$ cat src/rtl/core/arlg_pkg.sv
// shared types, constants and reset values for the adaptive rate ladder governor
`timescale 1ns / 1ps

package arlg_pkg;

    localparam int SCORE_MAX   = 120;
    localparam int BLOCK_MAX   = 480;
    localparam int WORK_BITS   = 24;

    localparam int TRIP_W      = 7;
    localparam int SCORE_W     = ($clog2(SCORE_MAX + 5) > TRIP_W) ? $clog2(SCORE_MAX + 5) : TRIP_W;
    localparam int BLOCK_W     = $clog2(BLOCK_MAX + 1);
    localparam int HOLD_W      = 7;
    localparam int RATE_W      = 8;
    localparam int PERIOD_W    = 20;
    localparam int CFG_DATA_W  = 20;
    localparam int CFG_IDX_W   = 3;
    localparam int PROD_W      = ((WORK_BITS > PERIOD_W) ? WORK_BITS : PERIOD_W) + 7;

    localparam int BLOCK_BASE  = 45;
    localparam int HOLD_FRAMES = 120;
    localparam int BEHIND_STEP = 4;
    localparam int PCT_SCALE   = 100;
    localparam int BEHIND_PCT  = 115;
    localparam int AHEAD_PCT   = 95;

    localparam logic [RATE_W-1:0]   RST_TOP_RATE     = RATE_W'(60);
    localparam logic [RATE_W-1:0]   RST_FLOOR_RATE   = RATE_W'(30);
    localparam logic [PERIOD_W-1:0] RST_TOP_PERIOD   = PERIOD_W'(16666);
    localparam logic [PERIOD_W-1:0] RST_FLOOR_PERIOD = PERIOD_W'(33333);
    localparam logic [TRIP_W-1:0]   RST_BEHIND_TRIP  = TRIP_W'(60);
    localparam logic [TRIP_W-1:0]   RST_AHEAD_TRIP   = TRIP_W'(60);

    typedef enum logic [CFG_IDX_W-1:0] {
        REG_ADAPTIVE_ENABLE = 3'd0,
        REG_TOP_RATE        = 3'd1,
        REG_FLOOR_RATE      = 3'd2,
        REG_TOP_PERIOD      = 3'd3,
        REG_FLOOR_PERIOD    = 3'd4,
        REG_BEHIND_TRIP     = 3'd5,
        REG_AHEAD_TRIP      = 3'd6
    } cfg_index_t;

    typedef enum logic [1:0] {
        CHG_NONE = 2'd0,
        CHG_DOWN = 2'd1,
        CHG_UP   = 2'd2
    } change_t;

    typedef struct packed {
        logic                adaptive_enable;
        logic [RATE_W-1:0]   top_rate;
        logic [RATE_W-1:0]   floor_rate;
        logic [PERIOD_W-1:0] top_period_us;
        logic [PERIOD_W-1:0] floor_period_us;
        logic [TRIP_W-1:0]   behind_trip;
        logic [TRIP_W-1:0]   ahead_trip;
    } arlg_cfg_t;

    typedef struct packed {
        logic                 action;
        logic [RATE_W-1:0]    requested_rate;
        logic [RATE_W-1:0]    guest_rate;
        logic [WORK_BITS-1:0] work_us;
    } arlg_item_t;

    typedef struct packed {
        logic               ladder_loaded;
        logic               rung;
        logic [SCORE_W-1:0] behind_score;
        logic [SCORE_W-1:0] ahead_score;
        logic [BLOCK_W-1:0] up_block_count;
        logic [BLOCK_W-1:0] up_block_length;
        logic [HOLD_W-1:0]  frames_since_climb;
    } arlg_state_t;

    typedef struct packed {
        logic [RATE_W-1:0] rate;
        logic              rung_index;
        logic              ladder_active;
        change_t           change;
    } arlg_result_t;

endpackage

$ cat src/rtl/core/adaptive_rate_ladder_governor.sv
// top level of the adaptive rate ladder governor: config registers, word pipeline, state
`timescale 1ns / 1ps

// Usage
// - input channel (in_valid/in_ready) carries one word: action, requested_rate,
//   guest_rate, work_us; output channel (out_valid/out_ready) returns one word:
//   rate, rung_index, ladder_active, change
// - config port: cfg_write with cfg_index and cfg_data, taken on the clock edge;
//   the user must write only while no word is in flight, the block does not enforce it
// - an accepted word sits in the input register; its result is loaded into the
//   output register, raising out_valid, once that register is empty or being read
// - throughput is one word per cycle while the receiver keeps out_ready high; the
//   ladder state register is updated in the same cycle the word moves from input
//   to output register, so words back to back see each other's updates in order
// - when the receiver stalls, the output register holds its word and the input
//   register holds one more; in_ready drops only when both are full
// - reset (rst_n low, asynchronous) empties both registers, loads config defaults
//   (disabled, rates 60/30, periods 16666/33333 us, trips 60/60) and clears the
//   ladder to the top rung with a block length of 45

module adaptive_rate_ladder_governor
    import arlg_pkg::*;
(
    input  logic                  clk,
    input  logic                  rst_n,

    input  logic                  cfg_write,
    input  logic [CFG_IDX_W-1:0]  cfg_index,
    input  logic [CFG_DATA_W-1:0] cfg_data,

    input  logic                  in_valid,
    output logic                  in_ready,
    input  logic                  action,
    input  logic [RATE_W-1:0]     requested_rate,
    input  logic [RATE_W-1:0]     guest_rate,
    input  logic [WORK_BITS-1:0]  work_us,

    output logic                  out_valid,
    input  logic                  out_ready,
    output logic [RATE_W-1:0]     rate,
    output logic                  rung_index,
    output logic                  ladder_active,
    output logic [1:0]            change
);

    arlg_cfg_t    cfg_reg;
    arlg_state_t  st_reg;
    arlg_state_t  st_next;
    arlg_item_t   item_reg;
    arlg_result_t res_reg;
    arlg_result_t res_next;
    logic         s1_valid_reg;
    logic         out_valid_reg;
    logic         s1_advance;
    logic         in_fire;

    assign s1_advance = s1_valid_reg && (!out_valid_reg || out_ready);
    assign in_ready   = !s1_valid_reg || s1_advance;
    assign in_fire    = in_valid && in_ready;

    // configuration registers
    always_ff @(posedge clk or negedge rst_n)
    begin
        if (!rst_n)
        begin
            cfg_reg.adaptive_enable <= 1'b0;
            cfg_reg.top_rate        <= RST_TOP_RATE;
            cfg_reg.floor_rate      <= RST_FLOOR_RATE;
            cfg_reg.top_period_us   <= RST_TOP_PERIOD;
            cfg_reg.floor_period_us <= RST_FLOOR_PERIOD;
            cfg_reg.behind_trip     <= RST_BEHIND_TRIP;
            cfg_reg.ahead_trip      <= RST_AHEAD_TRIP;
        end
        else if (cfg_write)
        begin
            case (cfg_index)
                REG_ADAPTIVE_ENABLE: cfg_reg.adaptive_enable <= cfg_data[0];
                REG_TOP_RATE:        cfg_reg.top_rate        <= cfg_data[RATE_W-1:0];
                REG_FLOOR_RATE:      cfg_reg.floor_rate      <= cfg_data[RATE_W-1:0];
                REG_TOP_PERIOD:      cfg_reg.top_period_us   <= cfg_data[PERIOD_W-1:0];
                REG_FLOOR_PERIOD:    cfg_reg.floor_period_us <= cfg_data[PERIOD_W-1:0];
                REG_BEHIND_TRIP:     cfg_reg.behind_trip     <= cfg_data[TRIP_W-1:0];
                REG_AHEAD_TRIP:      cfg_reg.ahead_trip      <= cfg_data[TRIP_W-1:0];
                default:             ;
            endcase
        end
    end

    // input register
    always_ff @(posedge clk or negedge rst_n)
    begin
        if (!rst_n)
        begin
            s1_valid_reg <= 1'b0;
        end
        else if (in_ready)
        begin
            s1_valid_reg <= in_valid;
        end
    end

    always_ff @(posedge clk)
    begin
        if (in_fire)
        begin
            item_reg.action         <= action;
            item_reg.requested_rate <= requested_rate;
            item_reg.guest_rate     <= guest_rate;
            item_reg.work_us        <= work_us;
        end
    end

    arlg_update u_update (
        .cfg     (cfg_reg),
        .st      (st_reg),
        .item    (item_reg),
        .st_next (st_next),
        .res     (res_next)
    );

    // ladder state
    always_ff @(posedge clk or negedge rst_n)
    begin
        if (!rst_n)
        begin
            st_reg.ladder_loaded      <= 1'b0;
            st_reg.rung               <= 1'b0;
            st_reg.behind_score       <= '0;
            st_reg.ahead_score        <= '0;
            st_reg.up_block_count     <= '0;
            st_reg.up_block_length    <= BLOCK_W'(BLOCK_BASE);
            st_reg.frames_since_climb <= HOLD_W'(HOLD_FRAMES);
        end
        else if (s1_advance)
        begin
            st_reg <= st_next;
        end
    end

    // output register
    always_ff @(posedge clk or negedge rst_n)
    begin
        if (!rst_n)
        begin
            out_valid_reg <= 1'b0;
        end
        else if (!out_valid_reg || out_ready)
        begin
            out_valid_reg <= s1_valid_reg;
        end
    end

    always_ff @(posedge clk)
    begin
        if (s1_advance)
        begin
            res_reg <= res_next;
        end
    end

    assign out_valid     = out_valid_reg;
    assign rate          = res_reg.rate;
    assign rung_index    = res_reg.rung_index;
    assign ladder_active = res_reg.ladder_active;
    assign change        = res_reg.change;

    // checks
    a_pass_through_clean: assert property (@(posedge clk) disable iff (!rst_n)
        out_valid && !ladder_active |-> change == CHG_NONE && !rung_index)
        else $error("pass-through word carries ladder fields");

    a_step_down_rung: assert property (@(posedge clk) disable iff (!rst_n)
        out_valid && change == CHG_DOWN |-> rung_index)
        else $error("step down word not on floor rung");

    a_step_up_rung: assert property (@(posedge clk) disable iff (!rst_n)
        out_valid && change == CHG_UP |-> !rung_index)
        else $error("step up word not on top rung");

    a_scores_bounded: assert property (@(posedge clk) disable iff (!rst_n)
        st_reg.behind_score <= SCORE_W'(SCORE_MAX) && st_reg.ahead_score <= SCORE_W'(SCORE_MAX))
        else $error("score above saturation level");

    a_block_len_bounded: assert property (@(posedge clk) disable iff (!rst_n)
        st_reg.up_block_length >= BLOCK_W'(BLOCK_BASE)
        && st_reg.up_block_length <= BLOCK_W'(BLOCK_MAX))
        else $error("climb block length out of range");

    a_state_holds_idle: assert property (@(posedge clk) disable iff (!rst_n)
        !s1_advance |=> $stable(st_reg))
        else $error("ladder state moved without a word");

endmodule

$ cat src/rtl/core/arlg_update.sv
// per-word ladder decision: next governor state and result from current state and word
`timescale 1ns / 1ps

module arlg_update
    import arlg_pkg::*;
(
    input  arlg_cfg_t    cfg,
    input  arlg_state_t  st,
    input  arlg_item_t   item,
    output arlg_state_t  st_next,
    output arlg_result_t res
);

    logic [PROD_W-1:0]  work_x100;
    logic [PROD_W-1:0]  behind_limit;
    logic [PROD_W-1:0]  ahead_limit;
    logic               is_behind;
    logic               is_ahead;
    logic [SCORE_W:0]   behind_sum;
    logic [BLOCK_W-1:0] len_base;
    logic [BLOCK_W:0]   len_dbl;
    arlg_state_t        s;

    assign work_x100 = PROD_W'(item.work_us) * PROD_W'(PCT_SCALE);
    assign is_ahead  = work_x100 < PROD_W'(cfg.top_period_us) * PROD_W'(AHEAD_PCT);

    always_comb
    begin
        s            = st;
        behind_limit = '0;
        is_behind    = 1'b0;
        behind_sum   = '0;
        len_base     = '0;
        len_dbl      = '0;
        res.rate          = item.requested_rate;
        res.rung_index    = 1'b0;
        res.ladder_active = 1'b0;
        res.change        = CHG_NONE;

        if (!cfg.adaptive_enable)
        begin
            s.ladder_loaded = 1'b0;
        end
        else if (item.guest_rate == cfg.top_rate)
        begin
            res.rate = cfg.top_rate;
        end
        else if (item.requested_rate != cfg.top_rate || item.requested_rate == '0)
        begin
            s.ladder_loaded = 1'b0;
        end
        else
        begin
            // first adaptive word loads a fresh ladder
            if (!s.ladder_loaded)
            begin
                s.ladder_loaded   = 1'b1;
                s.rung            = 1'b0;
                s.behind_score    = '0;
                s.ahead_score     = '0;
                s.up_block_count  = '0;
                s.up_block_length = BLOCK_W'(BLOCK_BASE);
            end

            if (item.action)
            begin
                if (s.frames_since_climb < HOLD_W'(HOLD_FRAMES))
                begin
                    s.frames_since_climb = s.frames_since_climb + 1'b1;
                end

                behind_limit = (s.rung ? PROD_W'(cfg.floor_period_us)
                                       : PROD_W'(cfg.top_period_us)) * PROD_W'(BEHIND_PCT);
                is_behind = work_x100 > behind_limit;

                if (is_behind)
                begin
                    behind_sum = (SCORE_W+1)'(s.behind_score) + (SCORE_W+1)'(BEHIND_STEP);
                    if (behind_sum > (SCORE_W+1)'(SCORE_MAX))
                    begin
                        s.behind_score = SCORE_W'(SCORE_MAX);
                    end
                    else
                    begin
                        s.behind_score = behind_sum[SCORE_W-1:0];
                    end
                end
                else if (s.behind_score != '0)
                begin
                    s.behind_score = s.behind_score - 1'b1;
                end

                if (s.up_block_count != '0)
                begin
                    s.up_block_count = s.up_block_count - 1'b1;
                    s.ahead_score    = '0;
                end
                else if (s.rung)
                begin
                    if (is_ahead)
                    begin
                        if (s.ahead_score < SCORE_W'(SCORE_MAX))
                        begin
                            s.ahead_score = s.ahead_score + 1'b1;
                        end
                        else
                        begin
                            s.ahead_score = SCORE_W'(SCORE_MAX);
                        end
                    end
                    else if (s.ahead_score != '0)
                    begin
                        s.ahead_score = s.ahead_score - 1'b1;
                    end
                end

                if (s.behind_score >= SCORE_W'(cfg.behind_trip) && !s.rung)
                begin
                    s.rung         = 1'b1;
                    s.behind_score = '0;
                    s.ahead_score  = '0;
                    len_base = (s.frames_since_climb >= HOLD_W'(HOLD_FRAMES))
                             ? BLOCK_W'(BLOCK_BASE) : s.up_block_length;
                    s.up_block_count = len_base;
                    len_dbl = {len_base, 1'b0};
                    if (len_dbl > (BLOCK_W+1)'(BLOCK_MAX))
                    begin
                        s.up_block_length = BLOCK_W'(BLOCK_MAX);
                    end
                    else
                    begin
                        s.up_block_length = len_dbl[BLOCK_W-1:0];
                    end
                    res.change = CHG_DOWN;
                end
                else if (s.ahead_score >= SCORE_W'(cfg.ahead_trip) && s.rung)
                begin
                    s.rung               = 1'b0;
                    s.behind_score       = '0;
                    s.ahead_score        = '0;
                    s.frames_since_climb = '0;
                    res.change           = CHG_UP;
                end
            end

            res.rate          = s.rung ? cfg.floor_rate : cfg.top_rate;
            res.rung_index    = s.rung;
            res.ladder_active = 1'b1;
        end
    end

    assign st_next = s;

endmodule

$ cat config.mk
export PLATFORM = sky130hd
export DESIGN_NAME = adaptive_rate_ladder_governor
export DESIGN_NICKNAME = d
export VERILOG_FILES = /design/src/rtl/core/arlg_pkg.sv /design/src/rtl/core/adaptive_rate_ladder_governor.sv /design/src/rtl/core/arlg_update.sv
export SDC_FILE = /design/constraint.sdc
export NUM_CORES = 1
export LEC_CHECK = 0
export BUFFER_PORTS_ARGS = -buffer_cell sky130_fd_sc_hd__buf_2
export CELL_PAD_IN_SITES_DETAIL_PLACEMENT = 2
export CELL_PAD_IN_SITES_GLOBAL_PLACEMENT = 2
export CORE_MARGIN = 4
export CORE_UTILIZATION = 45
export CTS_CLUSTER_DIAMETER = 60
export DETAILED_ROUTE_END_ITERATION = 10
export PLACE_DENSITY_LB_ADDON = 0.25
export SYNTH_ARGS = -nofsm -noshare
export SYNTH_HDL_FRONTEND = slang
export SYNTH_SLANG_ARGS = --single-unit
$ cat constraint.sdc
create_clock -name clk -period 26.5 [get_ports clk]
set_input_delay 1.325 -clock clk [delete_from_list [all_inputs] [get_ports clk]]
set_output_delay 1.325 -clock clk [all_outputs]
set_load 0.005 [all_outputs]
# After elaboration in Yosys (flattened, before gate mapping)
# Cells that the tools add are included.
# Widths: inputs -> output; s select.
dict set report classes {
  n_div 0
  mux 50
  reduce_logical 29
  shift 0
  n_addsub 6
  n_eq_ne 10
  magnitude_cmp 9
  bitwise_logic 4
  multipliers 3
}
# operator n
set op_table {}
lappend op_table {{$mux 40} 5}
lappend op_table {{$mux 7} 23}
lappend op_table {{$mux 34} 3}
lappend op_table {{$mux 41} 1}
lappend op_table {{$mux 33} 1}
lappend op_table {{$gt 31x31->1} 1}
lappend op_table {{$lt 31x27->1} 1}
lappend op_table {{$mul 31x7->31 const B} 1}
lappend op_table {{$mux 15} 2}
lappend op_table {{$mul 24x5->29 const B} 1}
lappend op_table {{$mul 20x7->27 const B} 1}
lappend op_table {{$mux 9} 3}
lappend op_table {{$mux 12} 2}
lappend op_table {{$mux 20} 1}
lappend op_table {{$mux 18} 1}
lappend op_table {{$mux 8} 2}
lappend op_table {{$reduce_and 2->1} 8}
lappend op_table {{$add 7x1->7 const B} 2}
lappend op_table {{$ge 7x7->1} 2}
lappend op_table {{$lt 7x7->1 const B} 2}
lappend op_table {{$reduce_bool 7->1} 2}
lappend op_table {{$sub 7x1->7 const B} 2}
lappend op_table {{$gt 10x9->1 const B} 1}
lappend op_table {{$eq 3x3->1 const B} 3}
lappend op_table {{other kinds (26)} 40}
dict set report totals {
  ff_bits 167
  mem_bits_ro 0
  output_inout_bits 14
  ram_bits 0
  word_cells 136
  latch_bits 0
  mem_count 0
}

# Longest topological paths before layout
dict set report depth {
  word_depth 26
  depth_mapped 49
  depth_no_buf 45
}

# By module
# A second synthesis with hierarchy kept.
dict set report hier_totals {
  cells_unflattened 1957
  area_unflattened_um2 18841.8
}
# module cells_each seq_area_each_um2 n_inst area_per_inst_um2
set modules_own_cells {}
lappend modules_own_cells {arlg_update 1652 0.0 1 12911.1}
lappend modules_own_cells {adaptive_rate_ladder_governor 305 4488.1 1 5930.7}

# Worst setup path before layout
# OpenSTA, ideal clock, no wires.
dict set report synth_path {
  path_type {reg2reg}
  start {reg st_reg[39] (netlist bit)}
  end {reg res_reg, in the netlist rate[0] (data pin)}
  period_less_slack_ns 9.999
  arrival_time_ns 9.739
  path_buffers 5
  stages_incl_launch_ff 44
  slack_ns 16.501
  required_time_ns 26.239
  cell_sequence {dfrtp_1 -> clkbuf_1 -> inv_1 -> nor2_1 -> clkbuf_1 -> buf_1 -> nand2_1 -> a21boi_0 -> fa_1 -> inv_1 -> fa_1 -> ha_1 -> inv_1 -> fa_1 -> inv_1 -> ha_1 -> a21o_1 -> a21o_1 -> [... 8 more ...] -> or4_1 -> or4_1 -> a211oi_2 -> buf_4 -> nand2_1 -> mux2_2 -> ha_1 -> nand2b_1 -> a21oi_1 -> nor2b_1 -> o21ai_0 -> a21oi_1 -> o21a_1 -> clkbuf_1 -> nand2_1 -> a21boi_0 -> a22o_1 -> a221o_1}
}
# element line_no
set synth_lines {}
lappend synth_lines {{start: declaration} adaptive_rate_ladder_governor.sv:47} ;# arlg_state_t st_reg;
lappend synth_lines {{start signal: assignment} adaptive_rate_ladder_governor.sv:136} ;# st_reg <= st_next;
lappend synth_lines {{end signal: assignment} adaptive_rate_ladder_governor.sv:157} ;# res_reg <= res_next;
lappend synth_lines {{end: declaration} adaptive_rate_ladder_governor.sv:50} ;# arlg_result_t res_reg;

==> results by group <==
Clocking
  – Clock tree from TritonCTS: built
  – Number of buffers inserted for hold repair after clock tree synthesis: 0
  – CTS resizes: 0
  – Worst-path clk slew: 0.07 ns
  – Number of H-tree branching levels: 4
  – Post CTS Setup Buffer Count: 0
  – Buffer levels on the longest clock path: 2
  – TritonCTS Sinks: 167
  – Root buffer cell: clkbuf_16
  – Number of buffers created by CTS: 17
  – Clock insertion delay at the later pin of the skew report: 0.50 ns

Logic synthesis
  – Main flop type after synthesis: dfrtp_1
  – Synth warnings: 0
  – Mapped cell area: 0.01841 mm²
  – Synthesized net count: 2392
  – Number of flops mapped to enable cells by yosys: 53
  – Synth unique cells: 88
  – Synthesized instance count: 1917
  – Sequential cell area fraction in the yosys report: 24.38%
  – Post-synth top area cell: ha_1
  – Mapped Avg Cell Area: 9.602 µm²
  – Synthesis-stage register bit count: 167
  – Fraction of synthesized cell area taken by the top area cell type: 19.03%
  – Top cells by area in the synthesized netlist: ha_1 19%, fa_1 14%, dfrtp_1 11%, edfxtp_1 8.6%, inv_1 6.7%
  – Fraction of registers with async set or reset after synthesis: 68.26%

Timing
  – Minimum clock period: 12.55 ns
  – Final max-slew violation count: 0
  – Worst-margin pin slew: 1.245 ns
  – Worst relative slew slack: 16.27%
  – Worst clock skew: 0.02367 ns
  – Count of final setup violators: 0
  – Smallest hold slack: 0.4924 ns
  – Final worst path period share: 47.34%
  – RSZ-0062 raised after global routing: false
  – Maximum clock frequency: 79.70 MHz
  – Number of hold violations in the final report: 0
  – Total negative setup slack: 0 ns

Drt
  – Iteration-0 DRC count of the detailed router: 764
  – Routed WL: 62.86 mm
  – Routed len/inst: 24.86 µm
  – DR vias: 14.84k
  – Number of remaining DRC errors: 0
  – Remaining antenna violation count: 0
  – Post-detailed-route via-to-cell ratio: 5.870
  – Pre-antenna DRT Iters: 5

Placement
  – Placer's final routability congestion estimate: 0.8567
  – Post-detailed-placement half-perimeter wirelength: 51.07 mm
  – Port Buf Inserts: 82
  – Post-Place Cells: 2496

Min path
  – Number of cells traversed by the worst hold path: 2
  – Worst hold-check path type: reg -> reg

Critical path
  – Startpoint Class: register
  – Slowest CP cell: a211oi_2
  – Endpoint required time on the critical path: 26.73 ns
  – Stage delay of the slowest cell on the critical path: 0.86 ns
  – Setup crit end kind: register
  – Worst EP arrival: 12.77 ns
  – Cell repeated most along the worst path: ha_1
  – Critical-path maximum fanout: 21
  – Critical path class: reg -> reg
  – Worst Reg2Reg Path Length in Cells: 42

Run status
  – Run status: completed

Final layout
  – Leading cell type in the layout, fill and taps excluded: inv_1
  – Final std cells w/o fill: 2529
  – Most used cells in the layout excluding fill and tap cells: 330 x inv_1, 280 x ha_1, 126 x fa_1
  – Seq. cell area: 0.004488 mm²
  – Number of nets at the end of the flow: 2465
  – Fillcell total: 4296
  – Fin util: 49.85%
  – Multi-input gate area in the final layout: 0.01253 mm²
  – Layout overhead on the synthesized area: 8.592%
  – Number of flip-flops in the largest register: 71
  – Fraction of layout instances using a drive strength above 1: 12.73%

Global routing
  – Vias in the first global route: 17.15k
  – Pin count of the biggest net entering global routing: 75
  – Initial antenna violation count: 3
  – First-pass GRT wire length: 99.34 mm
  – GR Util All Layers: 28.71%
  – Total congestion overflow after global routing: 0

Floorplanning
  – Die Footprint: 0.04421 mm²
  – Starting density of the core: 45.91%
  – Number of placement rows: 73
  – Core ar.: 0.04010 mm²
  – Floorplan die width: 210.3 µm
  – # IOs: 83
  – Y dimension of the die: 210.3 µm

Job
  – Maximum capacitance violations: 0
final timing paths:
| kind | startpoint | end | slack (ns) |
|---|---|---|---|
| setup reg to reg | st_reg[39] | rate[1] | 13.95 |
| hold / removal | st_reg[32] | st_reg[32] | 0.49 |
| max in group asynchronous | rst_n | cfg_reg[69] | 24.31 |
| setup / recovery | st_reg[39] | rate[1] | 13.95 |
| hold reg to reg | st_reg[32] | st_reg[32] | 0.49 |
| min in group asynchronous | rst_n | st_reg[17] | 0.97 |
cells by family (layout without fill, tap and decap cells):
logic type,count (synthesis),in the layout,share of synthesized area [%]
flip-flops,167,167,24.38
XOR/XNOR,106,106,5.125
buffers and inverters,369,455,7.599
AO/OA/AOI/OAI,409,409,14.76
AND/OR/NAND/NOR,373,373,10.16
multiplexers,86,86,5.179
adder cells (fa/ha/maj),407,407,32.79
other,0,1,0
worst max-delay path: cells and delay by family (launching register included):
kind | cells | cell delay (ns)
compound gates | 15 | 4.45
simple gates | 11 | 2.77
fa+ha+maj | 7 | 2.44
buf+inv | 5 | 1.10
mux | 2 | 0.54
flops | 1 | 0.51
xor+xnor | 2 | 0.42
metrics by stage:
stage	instance area [µm²]	worst slack, ns
6_report	19990	13.95
5_1_grt	19990	13.33
4_1_cts	19990	14.02
3_5_place_dp	19400	14.17
3_3_place_gp	19400	14.94
2_1_floorplan	18410	16.50
layer usage:
metal,part of all wire [%],vias to the layer above,track usage [%]
li1,-,6758,-
met1,43,7688,36.54
met2,50,301,50.14
met3,4.4,95,5.388
met4,2.3,2,8.033
met5,0.011,-,0
cell usage after synthesis (7+ instances only):
master    number
inv_1        330
ha_1         280
fa_1         126
nand2_1      117
a21oi_1      105
dfrtp_1       79
nor2_1        78
o21ai_0       76
mux2_2        72
xnor2_1       67
edfxtp_1      53
a21o_1        45
xor2_1        37
dfstp_2       35
clkbuf_1      33
nand3_1       30
nand4_1       25
nand2b_1      18
nor3_1        18
o21a_1        17
a21boi_0      16
and2_1        15
a31oi_1       13
and3_1        13
o21ai_1       13
mux2i_1       12
o21bai_1      12
a211oi_1      11
a221o_1       11
a22o_1        10
o211ai_1       9
o31ai_1        9
nor2b_1        8
nor4_1         7
or2_2          7
layout make-up:
type / count / area share, %
repair buffers: 92 / 2.441
clock inverters: 15 / 0.7824
multi-input cells: 1381 / 62.68
clock buffers: 17 / 2.128
well taps: 525 / 3.286
flip-flops and latches: 167 / 22.45
inverters: 331 / 6.216
diodes: 1 / 0.01252
Power is left out: the tool's default activity adds up to more than one toggle a clock period on the data nets, which glitch-free logic cannot reach.
